<file path="config.mk">
export PLATFORM = sky130hd
export DESIGN_NAME = hlbs_ram
export DESIGN_NICKNAME = d
export VERILOG_FILES = /design/src/sv/hlbs_ram.sv
export SDC_FILE = /design/constraint.sdc
export NUM_CORES = 2
export LEC_CHECK = 0
export BUFFER_PORTS_ARGS = -buffer_cell sky130_fd_sc_hd__clkbuf_2
export CAP_MARGIN = 0
export CORE_ASPECT_RATIO = 0.75
export CORE_UTILIZATION = 63
export DETAILED_ROUTE_END_ITERATION = 8
export GPL_ROUTABILITY_DRIVEN = 0
export PLACE_DENSITY = 0.88
export SYNTH_ARGS = -nofsm -noshare
export SYNTH_HDL_FRONTEND = slang
export SYNTH_SLANG_ARGS = --single-unit
</file>
<file path="constraint.sdc">
create_clock -name clk_i -period 4.24 [get_ports clk_i]
set_input_delay 0.424 -clock clk_i [delete_from_list [all_inputs] [get_ports clk_i]]
set_output_delay 0.424 -clock clk_i [all_outputs]
set_load 0.01 [all_outputs]
</file>
<file path="src/sv/hlbs_ram.sv">
`timescale 1ns / 1ps
// generic simple dual-port ram: one write port, one registered read port
// no dependencies

module hlbs_ram #(
  parameter int DEPTH = 64,
  parameter int WIDTH = 32
) (
  input  logic                     clk_i,
  input  logic                     we_i,
  input  logic [$clog2(DEPTH)-1:0] waddr_i,
  input  logic [WIDTH-1:0]         wdata_i,
  input  logic [$clog2(DEPTH)-1:0] raddr_i,
  output logic [WIDTH-1:0]         rdata_o
);

  logic [WIDTH-1:0] mem [DEPTH];

  // write port
  always_ff @(posedge clk_i) begin
    if (we_i) begin
      mem[waddr_i] <= wdata_i;
    end
  end

  // registered read
  always_ff @(posedge clk_i) begin
    rdata_o <= mem[raddr_i];
  end

endmodule

</file>
==> impl_metrics.json <==
{
  "clk_pin_slew_ps": 70,
  "cts-root-buf": "clkbuf_16",
  "rrSetupSlack_ps": 1620,
  "post-route-drc-count": 8,
  "synthMuxAreaShare_pct": 16.8,
  "met1_usage_pct": 50.3,
  "failed_checks": "DRC",
  "synth_edf_count": 2048,
  "met3_usage_pct": 12.5,
  "holdWs_ps": 35.6,
  "grt-ovfl-total": 0,
  "drv_cap": 0,
  "maxSlewViolCount": 0,
  "leakage_nw": 27.7,
  "skew_ps": 33.8,
  "numCtsBuffers": 176,
  "gr-usage-met2_pct": 58.8,
  "min_to": "mem[37][19]",
  "finalSetupTns_ps": 0,
  "die_area_sq_um": 126000,
  "arrival_ps": 3660,
  "min_from": "wdata_i[19]",
  "cp-start-kind": "input port",
  "drive_gt1_share_pct": 31.1,
  "synth_ff_type": "edfxtp_1",
  "io_pins": 78,
  "regArea_sq_um": 62100,
  "cp_max_fo": 60,
  "grt_setup_unrepaired": "false",
  "tritoncts": "done",
  "relSlewSlack_pct": 7.54,
  "grt_pass1_vias": 40800,
  "fill_cells": 6368,
  "avgViaCountPerCell": 7.63,
  "synthAdderAreaFrac_pct": 0,
  "grt_max_degree": 74,
  "die_h_microns": 308,
  "fin_cells": 5391,
  "end_kind": "flip-flop",
  "areaGrowthSynthToFinish_pct": 12.2,
  "async_flop_share_pct": 0,
  "fin_crit_sh_pct": 71.7,
  "dr.pass1.iters": 9,
  "r2r_start": "mem[23][17]",
  "pwr_density_cell_nw_per_um2": 476,
  "dp.cells": 5060,
  "multi_input_area_sq_um": 16000,
  "yosys_warnings": 0,
  "grt_pass1_wl_microns": 324000,
  "status": "finished, violations left",
  "reg2reg_to": "rdata_o[17]",
  "num_rows": 111,
  "antenna_found_initial": 22,
  "postCtsHoldBufs": 0,
  "hold_viol_final": 0,
  "synth_seq_cells": 2080,
  "synth_xor_area_share_pct": 0,
  "final-setup-viol-count": 0,
  "ant_nets": 0,
  "grt_busiest_layer": "met2",
  "timing_worst_slew_pin_value_ps": 1380,
  "die_width_microns": 410,
  "worstHoldPathCells": 1,
  "grt_usage_pct": 38.1,
  "totalWireLength_microns": 235000,
  "clock_latency_ps": 820,
  "wl_per_cell_microns": 43.6,
  "vias": 41200,
  "fin_nets": 3646,
  "netlist_area_sq_um": 78500,
  "synth_cells": 3324,
  "max_freq_ghz": 0.329,
  "crit_type": "input port to flip-flop",
  "coreArea_sq_um": 123000,
  "cts.sinks": 2080,
  "htree_num_levels": 4,
  "drtIter0Drc": 8449,
  "hpwl_microns": 125000,
  "yosysSeqAreaShare_pct": 79.1,
  "synth_cell_types": 34,
  "post_cts_buffers": 0,
  "synth_area_per_cell_sq_um": 23.6,
  "reg2reg_depth": 5,
  "synth_compound_area_share_pct": 1.67,
  "synth_top_family_by_area": "multiplexers",
  "layout_min_cycle_time_ps": 3040,
  "post_cts_resize_count": 0,
  "cp.required_ps": 4860,
  "io_buffers": 77,
  "syn-num-nets": 3370,
  "cts.path.max_buffers": 3,
  "min_path_type": "input port to flip-flop",
  "synthSimpleGateAreaFrac_pct": 1.27,
  "ir_worst_vdd_v": 0.000480,
  "initial_core_util_pct": 63.9
}
## Yosys cell counts, types with 7 or more instances
library cell	number	area, sq um
dfxtp_1	32	641
o22ai_1	84	526
nand2b_1	8	50.1
a22oi_1	12	90.1
buf_2	57	285
buf_1	21	78.8
clkbuf_1	74	278
nand2_1	26	97.6
nor2b_1	15	93.8
a21oi_1	62	310
a311oi_1	8	70.1
nor3_1	7	35.0
mux2i_1	93	931
buf_4	25	188
mux4_2	544	12300
edfxtp_1	2048	61500
nor2_1	137	514
o221ai_1	27	236
## cell usage in the layout (no fill, tap or decap), drive strengths merged
cell type  instances
a21oi             62
a22oi             12
a311oi             8
a31oi              1
a41o               4
and2               2
and3               4
buf              207
bufinv            18
clkbuf           294
clkinv            76
clkinvlp           5
dfxtp             32
diode              8
edfxtp          2048
inv                3
mux2i             93
mux4             544
nand2             26
nand2b             8
nand3              5
nand3b             5
nand4              2
nand4b             1
nor2             137
nor2b             15
nor3               7
o221ai            27
o22ai             84
o32ai              4
or2                3
or3                3
or3b               5
## report_power, final
part / internal (mW) / switching, mW
clock network: 9.11 / 7.59
registers: 22.8 / 0.146
logic: 0.800 / 1.57
total: 32.7 / 9.31
## worst max-delay path by stage
stage / from / endpoint / slack [ps] / depth (start not counted)
after floorplan: waddr_i[3] / mem[48][0] / 660 / 4
after global placement: raddr_i[0] / rdata_o[16] / 600 / 6
after detailed placement: raddr_i[0] / rdata_o[16] / 550 / 6
after CTS: raddr_i[0] / rdata_o[16] / 1350 / 6
after global routing: raddr_i[0] / rdata_o[17] / 1180 / 7
final: raddr_i[0] / rdata_o[17] / 1200 / 7
## flip-flops by register name (all words and copies together) (netlist names)
signal / flops
mem: 2048
rdata_o: 32
## layout make-up
cell class,count,area share [%]
Antenna cell,8,0.0227
Clock buffer,221,5.43
Clock inverter,102,1.13
Multi-Input combinational cell,1062,18.1
Sequential cell,2080,70.5
Tap cell,1638,2.33
Timing Repair Buffer,280,2.45
## logic make-up (layout without fill, tap and decap cells)
logic type / after synthesis / count (layout)
buffers and inverters: 182 / 603
AO/OA/AOI/OAI: 202 / 202
multiplexers: 637 / 637
flip-flops: 2080 / 2080
AND/OR/NAND/NOR: 223 / 223
other: 0 / 8
## critical path: stages
cell,delay [ps]
buf_8,570
buf_12,370
mux4_2,570
mux2i_1,210
nor2_1,70
a311oi_1,1060
nor3_1,210
## per-stage QoR
step	util (%)	setup slack, ps	area, sq um	power, mW
detailed placement	67.0	549	82300	25.6
finish	71.7	1200	88100	42.0
global route	71.7	1180	88100	42.6
global placement	67.0	603	82300	25.4
CTS	71.7	1350	88100	41.8
floorplan	-	656	78500	24.4
## metal layers
layer,part of all wire [%],wire (microns)
met5,0.15,359
met4,5.4,12700
met3,17,39300
met2,47,110000
met1,31,72500
Note: power is estimated with default switching activity, not from simulation.
